## src/rtl/sss_pkg.sv

```systemverilog
// Shared types and constants for the halving-distance scatter step scheduler.
package sss_pkg;

    localparam int MAX_RANKS     = 64;
    localparam int RANK_ID_WIDTH = 16;
    localparam int POS_W         = $clog2(MAX_RANKS);
    localparam int SIZE_W        = POS_W + 1;
    localparam int STEP_W        = 3;
    localparam int SLICE_W       = 6;
    localparam int CFG_ADDR_W    = 2;
    localparam int CFG_DATA_W    = SIZE_W;
    localparam int UNIT_W        = 13;
    localparam int MAX_SLICES    = 32;

    localparam logic ACTION_LOAD = 1'b0;
    localparam logic ACTION_STEP = 1'b1;

    localparam logic [CFG_ADDR_W-1:0] REG_RANK_SIZE = 2'd0;
    localparam logic [CFG_ADDR_W-1:0] REG_MY_RANK   = 2'd1;
    localparam logic [CFG_ADDR_W-1:0] REG_ROOT_RANK = 2'd2;

    typedef enum logic [1:0] {
        KIND_IDLE = 2'd0,
        KIND_SEND = 2'd1,
        KIND_RECV = 2'd2
    } kind_t;

    typedef enum logic [3:0] {
        ST_IDLE,
        ST_RED_MY,
        ST_RED_ROOT,
        ST_DOUBLE,
        ST_DIST,
        ST_PEER,
        ST_LOOK,
        ST_EMIT
    } state_t;

endpackage

```

## src/rtl/scatter_step_schedule.sv

```systemverilog
// Top level of the halving-distance scatter step scheduler.
// A load beat (tuser 0) writes one rank table entry. A step beat (tuser 1) is scheduled by
// one shared compare-and-subtract unit under a small sequencer: it reduces this rank's
// position modulo the rank count, then the root's position, doubles the distance modulo the
// rank count, then computes the root distance, the peer position with its table read, and
// captures the peer. Results then leave one per cycle while the output is not stalled,
// max(slices,1) of them, where slices is at most 32. A step beat keeps the input stalled
// until its last result enters the output register. The last result waits in the output
// register while the next beat is taken.
module scatter_step_schedule (
    input  logic                               clk,
    input  logic                               rst_n,
    // Configuration write port.
    input  logic                               cfg_we,
    input  logic [sss_pkg::CFG_ADDR_W-1:0]     cfg_addr,
    input  logic [sss_pkg::CFG_DATA_W-1:0]     cfg_wdata,
    // Input stream.
    input  logic                               s_axis_tvalid,
    output logic                               s_axis_tready,
    // tdata: step_number[2:0], step_count[5:3], entry_position[11:6], entry_rank[27:12]
    input  logic [31:0]                        s_axis_tdata,
    // tuser: action
    input  logic                               s_axis_tuser,
    // Output stream.
    output logic                               m_axis_tvalid,
    input  logic                               m_axis_tready,
    // tdata: peer_rank[15:0], slice_index[21:16], slice_count[27:22]
    output logic [31:0]                        m_axis_tdata,
    // tuser: transfer_kind
    output logic [1:0]                         m_axis_tuser,
    output logic                               m_axis_tlast
);
    import sss_pkg::*;

    // Configuration registers.
    logic [SIZE_W-1:0] rank_size_reg;
    logic [POS_W-1:0]  my_cfg_reg;
    logic [POS_W-1:0]  root_cfg_reg;

    // Sequencer and working registers.
    state_t              state_reg, state_next;
    logic [STEP_W-1:0]   s_reg, s_next;
    logic [STEP_W-1:0]   cnt_reg, cnt_next;
    logic [2:0]          k_reg, k_next;
    logic [POS_W-1:0]    x_reg, x_next;
    logic [POS_W-1:0]    my_reg, my_next;
    logic [POS_W-1:0]    root_reg, root_next;
    logic [POS_W-1:0]    dmod_reg, dmod_next;
    logic [POS_W-1:0]    stride_reg, stride_next;
    logic [POS_W-1:0]    dr_reg, dr_next;
    logic [POS_W-1:0]    idx_reg, idx_next;
    logic [SLICE_W-1:0]  nsl_reg, nsl_next;
    logic [SLICE_W-1:0]  i_reg, i_next;
    kind_t               kind_reg, kind_next;
    logic [RANK_ID_WIDTH-1:0] peer_reg, peer_next;

    // Rank table and its registered read port.
    logic [RANK_ID_WIDTH-1:0] table_mem [MAX_RANKS];
    logic [RANK_ID_WIDTH-1:0] rd_reg;

    // Output register.
    logic                     ov_reg, ov_next;
    kind_t                    okind_reg, okind_next;
    logic [RANK_ID_WIDTH-1:0] opeer_reg, opeer_next;
    logic [SLICE_W-1:0]       oidx_reg, oidx_next;
    logic [SLICE_W-1:0]       ocnt_reg, ocnt_next;
    logic                     olast_reg, olast_next;

    // Shared compare-and-subtract unit.
    logic [UNIT_W-1:0] unit_a, unit_b, unit_y;

    logic [SIZE_W-1:0] r_eff;
    logic [UNIT_W-1:0] r_w;
    logic              perfect;
    logic              last_step;
    logic [8:0]        d_val;
    logic [8:0]        nranks;
    logic              do_send, do_recv;
    logic [8:0]        nsl_raw;
    logic [SLICE_W-1:0] nsl_calc;
    logic              in_acc, step_acc, load_acc;
    logic              out_free;
    logic              emit_last;

    assign in_acc   = s_axis_tvalid && s_axis_tready;
    assign step_acc = in_acc && (s_axis_tuser == ACTION_STEP);
    assign load_acc = in_acc && (s_axis_tuser == ACTION_LOAD);
    assign out_free = !ov_reg || m_axis_tready;

    // Rank count zero acts as one; counts above the table size saturate.
    always_comb
    begin
        if (rank_size_reg == '0)
            r_eff = SIZE_W'(1);
        else if (rank_size_reg > SIZE_W'(MAX_RANKS))
            r_eff = SIZE_W'(MAX_RANKS);
        else
            r_eff = rank_size_reg;
    end

    assign r_w     = UNIT_W'(r_eff);
    assign perfect = (r_eff & (r_eff - SIZE_W'(1))) == '0;
    assign unit_y  = (unit_a >= unit_b) ? (unit_a - unit_b) : unit_a;

    // Step decision, valid while the sequencer is in ST_PEER.
    always_comb
    begin
        d_val     = 9'd1 << s_reg;
        last_step = (cnt_reg != '0) && (s_reg == cnt_reg - STEP_W'(1));
        if (!perfect && last_step)
            nranks = (9'(r_eff) > d_val) ? (9'(r_eff) - d_val) : 9'd0;
        else
            nranks = d_val;
        do_send = 9'(dr_reg) < nranks;
        do_recv = (9'(dr_reg) >= d_val) && (10'(dr_reg) < (10'(nranks) + 10'(d_val)));
        nsl_raw = (9'(r_eff) - 9'd1 + d_val) >> (4'(s_reg) + 4'd1);
        if (!do_send && !do_recv)
            nsl_calc = '0;
        else if (nsl_raw > 9'(MAX_SLICES))
            nsl_calc = SLICE_W'(MAX_SLICES);
        else
            nsl_calc = nsl_raw[SLICE_W-1:0];
    end

    assign emit_last = (nsl_reg == '0) || (i_reg == nsl_reg - SLICE_W'(1));

    // Next state.
    always_comb
    begin
        state_next = state_reg;
        unique case (state_reg)
            ST_IDLE:
            begin
                if (step_acc)
                    state_next = ST_RED_MY;
            end
            ST_RED_MY:
            begin
                if (k_reg == '0)
                    state_next = ST_RED_ROOT;
            end
            ST_RED_ROOT:
            begin
                if (k_reg == '0)
                    state_next = ST_DOUBLE;
            end
            ST_DOUBLE:
            begin
                if (k_reg == '0)
                    state_next = ST_DIST;
            end
            ST_DIST:  state_next = ST_PEER;
            ST_PEER:  state_next = ST_LOOK;
            ST_LOOK:  state_next = ST_EMIT;
            ST_EMIT:
            begin
                if (out_free && emit_last)
                    state_next = ST_IDLE;
            end
            default:  state_next = ST_IDLE;
        endcase
    end

    // Datapath and outputs.
    always_comb
    begin
        s_next      = s_reg;
        cnt_next    = cnt_reg;
        k_next      = k_reg;
        x_next      = x_reg;
        my_next     = my_reg;
        root_next   = root_reg;
        dmod_next   = dmod_reg;
        stride_next = stride_reg;
        dr_next     = dr_reg;
        idx_next    = idx_reg;
        nsl_next    = nsl_reg;
        i_next      = i_reg;
        kind_next   = kind_reg;
        peer_next   = peer_reg;
        unit_a      = '0;
        unit_b      = r_w;

        ov_next    = ov_reg && !m_axis_tready;
        okind_next = okind_reg;
        opeer_next = opeer_reg;
        oidx_next  = oidx_reg;
        ocnt_next  = ocnt_reg;
        olast_next = olast_reg;

        unique case (state_reg)
            ST_IDLE:
            begin
                if (step_acc)
                begin
                    s_next   = s_axis_tdata[2:0];
                    cnt_next = s_axis_tdata[5:3];
                    x_next   = my_cfg_reg;
                    k_next   = 3'(POS_W - 1);
                end
            end
            ST_RED_MY, ST_RED_ROOT:
            begin
                // One restoring step of a position modulo the rank count.
                unit_a = UNIT_W'(x_reg);
                unit_b = r_w << k_reg;
                x_next = unit_y[POS_W-1:0];
                k_next = k_reg - 3'd1;
                if (k_reg == '0)
                begin
                    if (state_reg == ST_RED_MY)
                    begin
                        my_next = unit_y[POS_W-1:0];
                        x_next  = root_cfg_reg;
                        k_next  = 3'(POS_W - 1);
                    end
                    else
                    begin
                        root_next = unit_y[POS_W-1:0];
                        dmod_next = (r_eff == SIZE_W'(1)) ? '0 : POS_W'(1);
                        k_next    = s_reg;
                    end
                end
            end
            ST_DOUBLE:
            begin
                // Doubling modulo the rank count; the final doubling yields the stride.
                unit_a = UNIT_W'(dmod_reg) << 1;
                k_next = k_reg - 3'd1;
                if (k_reg == '0)
                    stride_next = unit_y[POS_W-1:0];
                else
                    dmod_next = unit_y[POS_W-1:0];
            end
            ST_DIST:
            begin
                unit_a  = UNIT_W'(root_reg) + r_w - UNIT_W'(my_reg);
                dr_next = unit_y[POS_W-1:0];
            end
            ST_PEER:
            begin
                if (do_send)
                    unit_a = UNIT_W'(my_reg) + r_w - UNIT_W'(dmod_reg);
                else
                    unit_a = UNIT_W'(my_reg) + UNIT_W'(dmod_reg);
                nsl_next = nsl_calc;
                i_next   = '0;
                if (do_send)
                begin
                    kind_next = KIND_SEND;
                    idx_next  = unit_y[POS_W-1:0];
                end
                else if (do_recv)
                begin
                    kind_next = KIND_RECV;
                    idx_next  = my_reg;
                end
                else
                begin
                    kind_next = KIND_IDLE;
                    idx_next  = '0;
                end
            end
            ST_LOOK:
            begin
                if (kind_reg == KIND_IDLE)
                    peer_next = RANK_ID_WIDTH'(r_eff);
                else
                    peer_next = rd_reg;
            end
            ST_EMIT:
            begin
                unit_a = UNIT_W'(idx_reg) + r_w - UNIT_W'(stride_reg);
                if (out_free)
                begin
                    ov_next    = 1'b1;
                    okind_next = kind_reg;
                    opeer_next = peer_reg;
                    oidx_next  = (nsl_reg == '0) ? '0 : idx_reg;
                    ocnt_next  = nsl_reg;
                    olast_next = emit_last;
                    idx_next   = unit_y[POS_W-1:0];
                    i_next     = i_reg + SLICE_W'(1);
                end
            end
            default:
            begin
                unit_a = '0;
            end
        endcase
    end

    // Configuration registers.
    always_ff @(posedge clk or negedge rst_n)
    begin
        if (!rst_n)
        begin
            rank_size_reg <= SIZE_W'(1);
            my_cfg_reg    <= '0;
            root_cfg_reg  <= '0;
        end
        else if (cfg_we)
        begin
            unique case (cfg_addr)
                REG_RANK_SIZE: rank_size_reg <= cfg_wdata;
                REG_MY_RANK:   my_cfg_reg    <= cfg_wdata[POS_W-1:0];
                REG_ROOT_RANK: root_cfg_reg  <= cfg_wdata[POS_W-1:0];
                default:       ;
            endcase
        end
    end

    // Control registers.
    always_ff @(posedge clk or negedge rst_n)
    begin
        if (!rst_n)
        begin
            state_reg <= ST_IDLE;
            ov_reg    <= 1'b0;
        end
        else
        begin
            state_reg <= state_next;
            ov_reg    <= ov_next;
        end
    end

    // Payload and working registers.
    always_ff @(posedge clk)
    begin
        s_reg      <= s_next;
        cnt_reg    <= cnt_next;
        k_reg      <= k_next;
        x_reg      <= x_next;
        my_reg     <= my_next;
        root_reg   <= root_next;
        dmod_reg   <= dmod_next;
        stride_reg <= stride_next;
        dr_reg     <= dr_next;
        idx_reg    <= idx_next;
        nsl_reg    <= nsl_next;
        i_reg      <= i_next;
        kind_reg   <= kind_next;
        peer_reg   <= peer_next;
        okind_reg  <= okind_next;
        opeer_reg  <= opeer_next;
        oidx_reg   <= oidx_next;
        ocnt_reg   <= ocnt_next;
        olast_reg  <= olast_next;
    end

    // Rank table: written by load beats, read once per step at the peer position.
    always_ff @(posedge clk)
    begin
        if (load_acc)
            table_mem[s_axis_tdata[11:6]] <= s_axis_tdata[27:12];
        if (state_reg == ST_PEER)
            rd_reg <= table_mem[unit_y[POS_W-1:0]];
    end

    assign s_axis_tready = (state_reg == ST_IDLE);
    assign m_axis_tvalid = ov_reg;
    assign m_axis_tdata  = {4'd0, ocnt_reg, oidx_reg, opeer_reg};
    assign m_axis_tuser  = okind_reg;
    assign m_axis_tlast  = olast_reg;

`ifndef SYNTHESIS
    // Reduced positions must lie below the rank count once reduction is done.
    a_reduced_in_range: assert property (@(posedge clk) disable iff (!rst_n)
        (state_reg == ST_DIST) |-> (SIZE_W'(my_reg) < r_eff) && (SIZE_W'(root_reg) < r_eff))
        else $error("reduced position not below rank count");

    a_dist_in_range: assert property (@(posedge clk) disable iff (!rst_n)
        (state_reg == ST_PEER) |-> (SIZE_W'(dmod_reg) < r_eff) && (SIZE_W'(stride_reg) < r_eff)
            && (SIZE_W'(dr_reg) < r_eff))
        else $error("distance or stride not below rank count");

    a_emit_count: assert property (@(posedge clk) disable iff (!rst_n)
        (state_reg == ST_EMIT) |-> ((nsl_reg == '0) && (i_reg == '0)) || (i_reg < nsl_reg))
        else $error("slice counter ran past the slice count");

    a_idle_result: assert property (@(posedge clk) disable iff (!rst_n)
        (ov_reg && (okind_reg == KIND_IDLE)) |-> (ocnt_reg == '0) && olast_reg)
        else $error("idle result must carry no slices and be last");

    a_no_accept_busy: assert property (@(posedge clk) disable iff (!rst_n)
        $past(step_acc && rst_n) |-> (state_reg == ST_RED_MY) && !s_axis_tready)
        else $error("step beat did not start the sequencer");
`endif

endmodule
```

## config.mk

```make
export PLATFORM = sky130hd
export DESIGN_NAME = scatter_step_schedule
export DESIGN_NICKNAME = d
export VERILOG_FILES = /design/src/rtl/sss_pkg.sv /design/src/rtl/scatter_step_schedule.sv
export SDC_FILE = /design/constraint.sdc
export NUM_CORES = 1
export LEC_CHECK = 0
export BUFFER_PORTS_ARGS = -buffer_cell sky130_fd_sc_hd__buf_4
export CORE_ASPECT_RATIO = 0.75
export CORE_MARGIN = 2
export CORE_UTILIZATION = 50
export CTS_CLUSTER_DIAMETER = 150
export DETAILED_ROUTE_END_ITERATION = 10
export PLACE_DENSITY = 0.65
export SLEW_MARGIN = 15
export SYNTH_ARGS = -nofsm -noshare
export SYNTH_HDL_FRONTEND = slang
export SYNTH_SLANG_ARGS = --single-unit
```

## constraint.sdc

```tcl
create_clock -name clk -period 9.65 [get_ports clk]
set_input_delay 0.4825 -clock clk [delete_from_list [all_inputs] [get_ports clk]]
set_output_delay 0.4825 -clock clk [all_outputs]
set_load 0.005 [all_outputs]
```

# Yosys cells after proc, flatten, opt, wreduce, memory -nomap -nowiden

Memories as Yosys holds them, arrays and structs flattened. A register that Yosys moved wholly into a read port is not among the register bits.
Index checks and enable logic that the tools add are counted.

Add/sub/neg operators: 18
Order comparisons: 7
Shift operators: 3
Equal/unequal tests: 21
Mux-type cells: 40
Bitwise gates (word level): 3
Reduce and logical (&&, ||, !) cells: 43

Operators by type and width:

| cell               | number |
|---|---|
| $mux 6             | 12 |
| $pmux 13 s5        | 1 |
| $pmux 6 s2         | 4 |
| $pmux 4 s8         | 1 |
| $sub 8x6->9        | 3 |
| $mux 13            | 2 |
| $add 6x7->8        | 3 |
| $mux 7             | 3 |
| $mux 4             | 5 |
| $mux 9             | 2 |
| $reduce_and 2->1   | 9 |
| $eq 4x3->1 const B | 4 |
| $ne 2x2->1 const B | 8 |
| $logic_not 7->1    | 2 |
| $ge 13x13->1       | 1 |
| $shl 7x3->13       | 1 |
| $add 9x9->10       | 1 |
| $lt 6x10->1        | 1 |
| $add 9x9->9        | 1 |
| $ge 6x9->1         | 1 |
| $gt 7x9->1         | 1 |
| $gt 9x6->1 const B | 1 |
| $logic_and 1x1->1  | 9 |
| $lt 6x9->1         | 1 |
| 38 further kinds   | 58 |

Logic and storage cells: 162
Memories kept: 1
Input bits: 47
Flip-flop bits (word level): 136
RAM bits: 1024
Output and inout port bits: 37

Memories:

| memory    | depth | bits a word | rd ports | clocked after Yosys merged registers in | wr ports | line                        | text |
|---|---|---|---|---|---|---|---|
| table_mem | 64    | 16          | 1        | 1                                       | 1        | scatter_step_schedule.sv:58 | `logic [RANK_ID_WIDTH-1:0] table_mem [MAX_RANKS];` |

# Depth between registers and ports, before layout

Depth after elaboration: 17
Gate-level depth with buffers: 46
Depth with buffers taken out: 39

# Worst setup path after synthesis

Ideal clock, no wire load.

Path type: reg-to-reg
From: reg s_reg[0]
To: reg rd_reg[0] (read register of table_mem) (data pin)
Buffers on the path: 7
Clock period less this slack: 7960 ps
Slack: 1690 ps
Arrival: 7770 ps
Stages on the path, launching flop included: 38
Path through: edfxtp_1 buf_2 buf_1 clkbuf_1 or3_1 ha_1 and4_1 a21bo_2 a21oi_1 nand4b_1 o21ai_0 inv_1 ha_1 a2111oi_1 o211ai_1 a32oi_1 a211oi_2 and2_1 [... 2 more ...] a211o_1 and2_1 inv_1 ha_1 or4_1 o221ai_1 and3_1 clkbuf_1 nand2_1 nand2_1 clkbuf_1 clkbuf_1 nand3_1 and3_1 a2111oi_0 a211o_1 nand4_1 a2111oi_2

Longest elaborated chain between the ends: 9
Elaborated cells between the ends (all ways): 14
Classes of those cells: add/sub: 2; order compare: 3; eq/ne: 1; shift: 1; mux: 5; reduce/logical: 2

Ends and longest elaborated chain:

| item                                        | line                                                       | text |
|---|---|---|
| from (decl)                                 | scatter_step_schedule.sv:42                                | `logic [STEP_W-1:0] s_reg, s_next;` |
| from (signal assigned)                      | scatter_step_schedule.sv:331                               | `s_reg <= s_next;` |
| $shl 1x3->9 or $eq 3x3->1 (tied branches)   | scatter_step_schedule.sv:108, scatter_step_schedule.sv:109 |  |
| $sub 7x9->9, or another cell as far along   | scatter_step_schedule.sv:111                               | `nranks = (9'(r_eff) > d_val) ? (9'(r_eff) - d_val) : 9'd0;` |
| $mux 9 or $logic_and 1x1->1 (tied branches) | scatter_step_schedule.sv:111, scatter_step_schedule.sv:110 |  |
| $mux 9 *                                    | scatter_step_schedule.sv:110                               | `if (!perfect && last_step)` |
| $lt 6x9->1 *                                | scatter_step_schedule.sv:114                               | `do_send = 9'(dr_reg) < nranks;` |
| $mux 13 *                                   | scatter_step_schedule.sv:242                               | `if (do_send)` |
| $pmux 13 s5 *                               | scatter_step_schedule.sv:191                               | `unique case (state_reg)` |
| $ge 13x13->1 or $sub 6x6->6 (tied branches) | scatter_step_schedule.sv:103                               | `assign unit_y = (unit_a >= unit_b) ? (unit_a - unit_b) : unit_a;` |
| $mux 6 *                                    | scatter_step_schedule.sv:103                               |  |
| to (decl)                                   | scatter_step_schedule.sv:59                                | `logic [RANK_ID_WIDTH-1:0] rd_reg;` |

Every way passes the cells marked *; elsewhere a longest branch is shown, timed or not.
A chain may end at the register's enable or synchronous reset.

# Worst setup path after layout

From: reg rank_size_reg[4]
To: reg rd_reg[15] (read register of table_mem) (data pin)

Longest elaborated chain between the ends: 14
Elaborated cells between the ends (all ways): 27
Classes of those cells: add/sub: 9; order compare: 4; shift: 1; mux: 8; bitwise: 1; reduce/logical: 4

Ends and longest elaborated chain:

| item                                        | line                         | text |
|---|---|---|
| from (decl)                                 | scatter_step_schedule.sv:36  | `logic [SIZE_W-1:0] rank_size_reg;` |
| from (signal assigned)                      | scatter_step_schedule.sv:305 | `REG_RANK_SIZE: rank_size_reg <= cfg_wdata;` |
| $gt 7x7->1                                  | scatter_step_schedule.sv:95  | `else if (rank_size_reg > SIZE_W'(MAX_RANKS))` |
| $mux 7                                      | scatter_step_schedule.sv:95  |  |
| $mux 7 *                                    | scatter_step_schedule.sv:93  | `if (rank_size_reg == '0)` |
| $sub 7x1->7                                 | scatter_step_schedule.sv:102 | `assign perfect = (r_eff & (r_eff - SIZE_W'(1))) == '0;` |
| $and 7x7->7                                 | scatter_step_schedule.sv:102 |  |
| $logic_not 7->1                             | scatter_step_schedule.sv:102 |  |
| $logic_not 1->1                             | scatter_step_schedule.sv:110 |  |
| $logic_and 1x1->1                           | scatter_step_schedule.sv:110 |  |
| $mux 9                                      | scatter_step_schedule.sv:110 |  |
| $lt 6x9->1                                  | scatter_step_schedule.sv:114 |  |
| $mux 13                                     | scatter_step_schedule.sv:242 |  |
| $pmux 13 s5                                 | scatter_step_schedule.sv:191 |  |
| $ge 13x13->1 or $sub 6x6->6 (tied branches) | scatter_step_schedule.sv:103 |  |
| $mux 6 *                                    | scatter_step_schedule.sv:103 |  |

Marked as above.

==> flow_metrics.env <==
export IMPL_fin_crit_ps=9215
export IMPL_drive_gt1_frac=0.1421
export IMPL_async_flop_share=0.01957
export IMPL_syn_area_per_cell_sq_um=13.99
export IMPL_nets=4081
export IMPL_dp_cells=5109
export IMPL_fin_crit_sh=0.9549
export IMPL_cts_tree="done"
export IMPL_crit_path_end_kind="register"
export IMPL_path_buf_inv=8
export IMPL_cap_violations=0
export IMPL_core_region_area_sq_um=101500
export IMPL_syn_inst=3671
export IMPL_htreeDepth=3
export IMPL_clock_path_buffers=3
export IMPL_route_detailed_drc=0
export IMPL_clk_pin_slew_worst_paths_ps=60
export IMPL_worst_slew_pin_slew_ps=1137
export IMPL_ios=84
export IMPL_status="finished, final reports clean"
export IMPL_fmax_mhz=108.5
export IMPL_cts_inserted_buffers=113
export IMPL_numClockSinks=1175
export IMPL_dp_hpwl_mm=89.08
export IMPL_ys_ff_latch=1175
export IMPL_hold_viol_final=0
export IMPL_synth_distinct_cells=83
export IMPL_drt_iter0_markers=4107
export IMPL_root_buffer="clkbuf_16"
export IMPL_die_w_um=374.1
export IMPL_max_slew_margin_rel=0.2402
export IMPL_grtUsageTotal=0.2649
export IMPL_hp_class="input port to register"
export IMPL_grt_pass1_wl_mm=204.3
export IMPL_die_area_sq_um=105400
export IMPL_areaGrowthSynthToFinish_pct=14.32
export IMPL_cp_max_fo=26
export IMPL_grt_pass1_vias=30475
export IMPL_slew_viol_final=0
export IMPL_critPathLaunchType="register"
export IMPL_initial_utilization=0.5063
export IMPL_critical_path_max_stage_delay_ps=480
export IMPL_skew_ps=33.06
export IMPL_critPathSlowestCell="a211oi_2"
export IMPL_seq_area_frac_synth=0.6846
export IMPL_via_count=32605
export IMPL_synth_warnings=0
export IMPL_antenna_found_initial=5
export IMPL_drtPass1Iterations=7
export IMPL_worstPathArrival_ps=9790
export IMPL_ant_nets=0
export IMPL_synth_edf_count=1152
export IMPL_crit_family="compound AO/OA/AOI/OAI gates"
export IMPL_rows=101
export IMPL_grt_max_degree=77
export IMPL_grt_remaining_overflow=0
export IMPL_totalWireLength_mm=140.4
export IMPL_io_buffers=75
export IMPL_setup_violations=0
export IMPL_critPathKind="register to register"
export IMPL_viasPerCell=6.107
export IMPL_synth_area_sq_um=51370
export IMPL_largest_reg_flops=1024
export IMPL_clock_latency_ps=720
export IMPL_synth_ff_type="edfxtp_1"
export IMPL_stdcell_count=5339
export IMPL_die_h_um=281.6
export IMPL_critical_path_required_ps=10230
export IMPL_globalplace_congestion=0.9292
export IMPL_wl_per_cell_um=26.30
export IMPL_final_util=0.5788
## cells by family (layout without fill, tap and decap cells)
family | after synthesis | count (layout) | share of synthesized area
buffers and inverters | 356 | 679 | 0.02983
flip-flops | 1175 | 1175 | 0.6846
AND/OR/NAND/NOR | 947 | 947 | 0.08587
adder cells (fa/ha/maj) | 126 | 126 | 0.03405
other | 1 | 7 | 0.00007299
multiplexers | 241 | 241 | 0.04812
AO/OA/AOI/OAI | 776 | 776 | 0.1091
XOR/XNOR | 49 | 49 | 0.008354
## layer usage
metal | track usage | share of wire | vias to the layer above | wire [um]
met3 | 0.07076 | 0.12 | 177 | 16180
met5 | 0 | 0.000093 | - | 13
li1 | - | - | 14575 | -
met1 | 0.4095 | 0.44 | 16258 | 62430
met4 | 0.05656 | 0.018 | 2 | 2590
met2 | 0.3745 | 0.42 | 1593 | 59200
## per-stage QoR
stage | hold slack (ps) | setup TNS (ps) | setup slack, ps | instance area [sq um]
floorplan | 186.9 | 0 | 1690 | 51390
global placement | 402.6 | 0 | 335.2 | 54820
detailed placement | 404.5 | 0 | 94.08 | 54820
CTS | 0.05002 | 0 | 31.67 | 58470
global route | 9.467 | -9.766 | -9.766 | 58730
finish | 47.06 | 0 | 434.7 | 58730
## final timing paths
path                                         startpoint                      endpoint  slack (ps)  cells past startpoint
setup / recovery           rank_size_reg[4]$_DFFE_PN0P_          rd_reg[15]$_DFFE_PP_         430                     40
hold reg to reg                   peer_reg[3]$_DFFE_PP_        opeer_reg[3]$_DFFE_PP_         410                      0
hold / removal                             cfg_wdata[0]   root_cfg_reg[0]$_DFFE_PN0P_          50                      2
max in group asynchronous                         rst_n  rank_size_reg[0]$_DFFE_PN1P_        9130                      2
min in group asynchronous                         rst_n       m_axis_tvalid$_DFF_PN0_         220                      2
setup reg to reg           rank_size_reg[4]$_DFFE_PN0P_          rd_reg[15]$_DFFE_PP_         430                     40
## cell type report
class                      instances  area (sq um)
timing repair buffer             338          2923
sequential                      1175         35170
fill                            7995         42740
clock inverter                    61         543.0
tap                             1339          1675
multi-input combinational       2144         14890
inverter                         136         523.0
antenna                            2         5.005
clock buffer                     144          3007
## Yosys cell counts (all sizes together), types with 8 or more instances
cell	instances	area, sq um
a2111oi	31	366.6
a211o	20	175.2
a211oi	67	508.0
a21o	18	135.1
a21oi	178	890.9
a221o	52	520.5
a221oi	38	332.8
a22o	32	280.3
a31oi	58	369.1
and2	34	212.7
and3	149	932.1
buf	102	579.3
clkbuf	118	442.9
dfrtp	22	550.5
edfxtp	1152	34590
fa	23	460.4
ha	103	1289
inv	135	506.7
mux2	18	202.7
mux2i	220	2202
nand2	419	1573
nand2b	12	75.07
nand3	101	505.5
nand4	21	137.6
nor2	143	536.8
nor2b	13	81.33
nor3	17	90.09
o211ai	59	442.9
o21a	21	157.7
o21ai	63	315.3
o21bai	12	90.09
o22a	47	411.6
o22ai	40	250.2
or3	8	50.05
xnor2	37	324.1
xor2	12	105.1
## layout by cell type (no fill, tap or decap), types with 18 or more instances in the layout
cell type  netlist  layout
a211o_1         20      19
a211oi_1        66      66
a21o_1          18      18
a21oi_1        178     176
a221o_1         52      52
a221oi_1        38      37
a22o_1          32      32
a31oi_1         57      55
and2_1          33      32
and3_1         149     149
buf_12           0      26
buf_4           21     300
clkbuf_1       118      27
clkbuf_16        0     117
clkinv_1         1      22
dfrtp_1         22      22
edfxtp_1      1152    1152
fa_1            23      23
ha_1           103     103
inv_1          132     132
mux2_2          18      18
mux2i_1        220     219
nand2_1        419     415
nand3_1        101     100
nand4_1         20      20
nor2_1         143     141
o211ai_1        59      59
o21a_1          21      21
o21ai_0         61      59
o22a_1          47      47
o22ai_1         40      40
xnor2_1         37      37
## what timing repair did
item                       CTS  global route
setup endpoints to repair    0            16
hold endpoints to repair    36             0
setup buffers                0            11
hold buffers                10             0
resized for setup            0            19
Power is left out: the tool's default activity adds up to more than one toggle a clock period on the data nets, which glitch-free logic cannot reach.
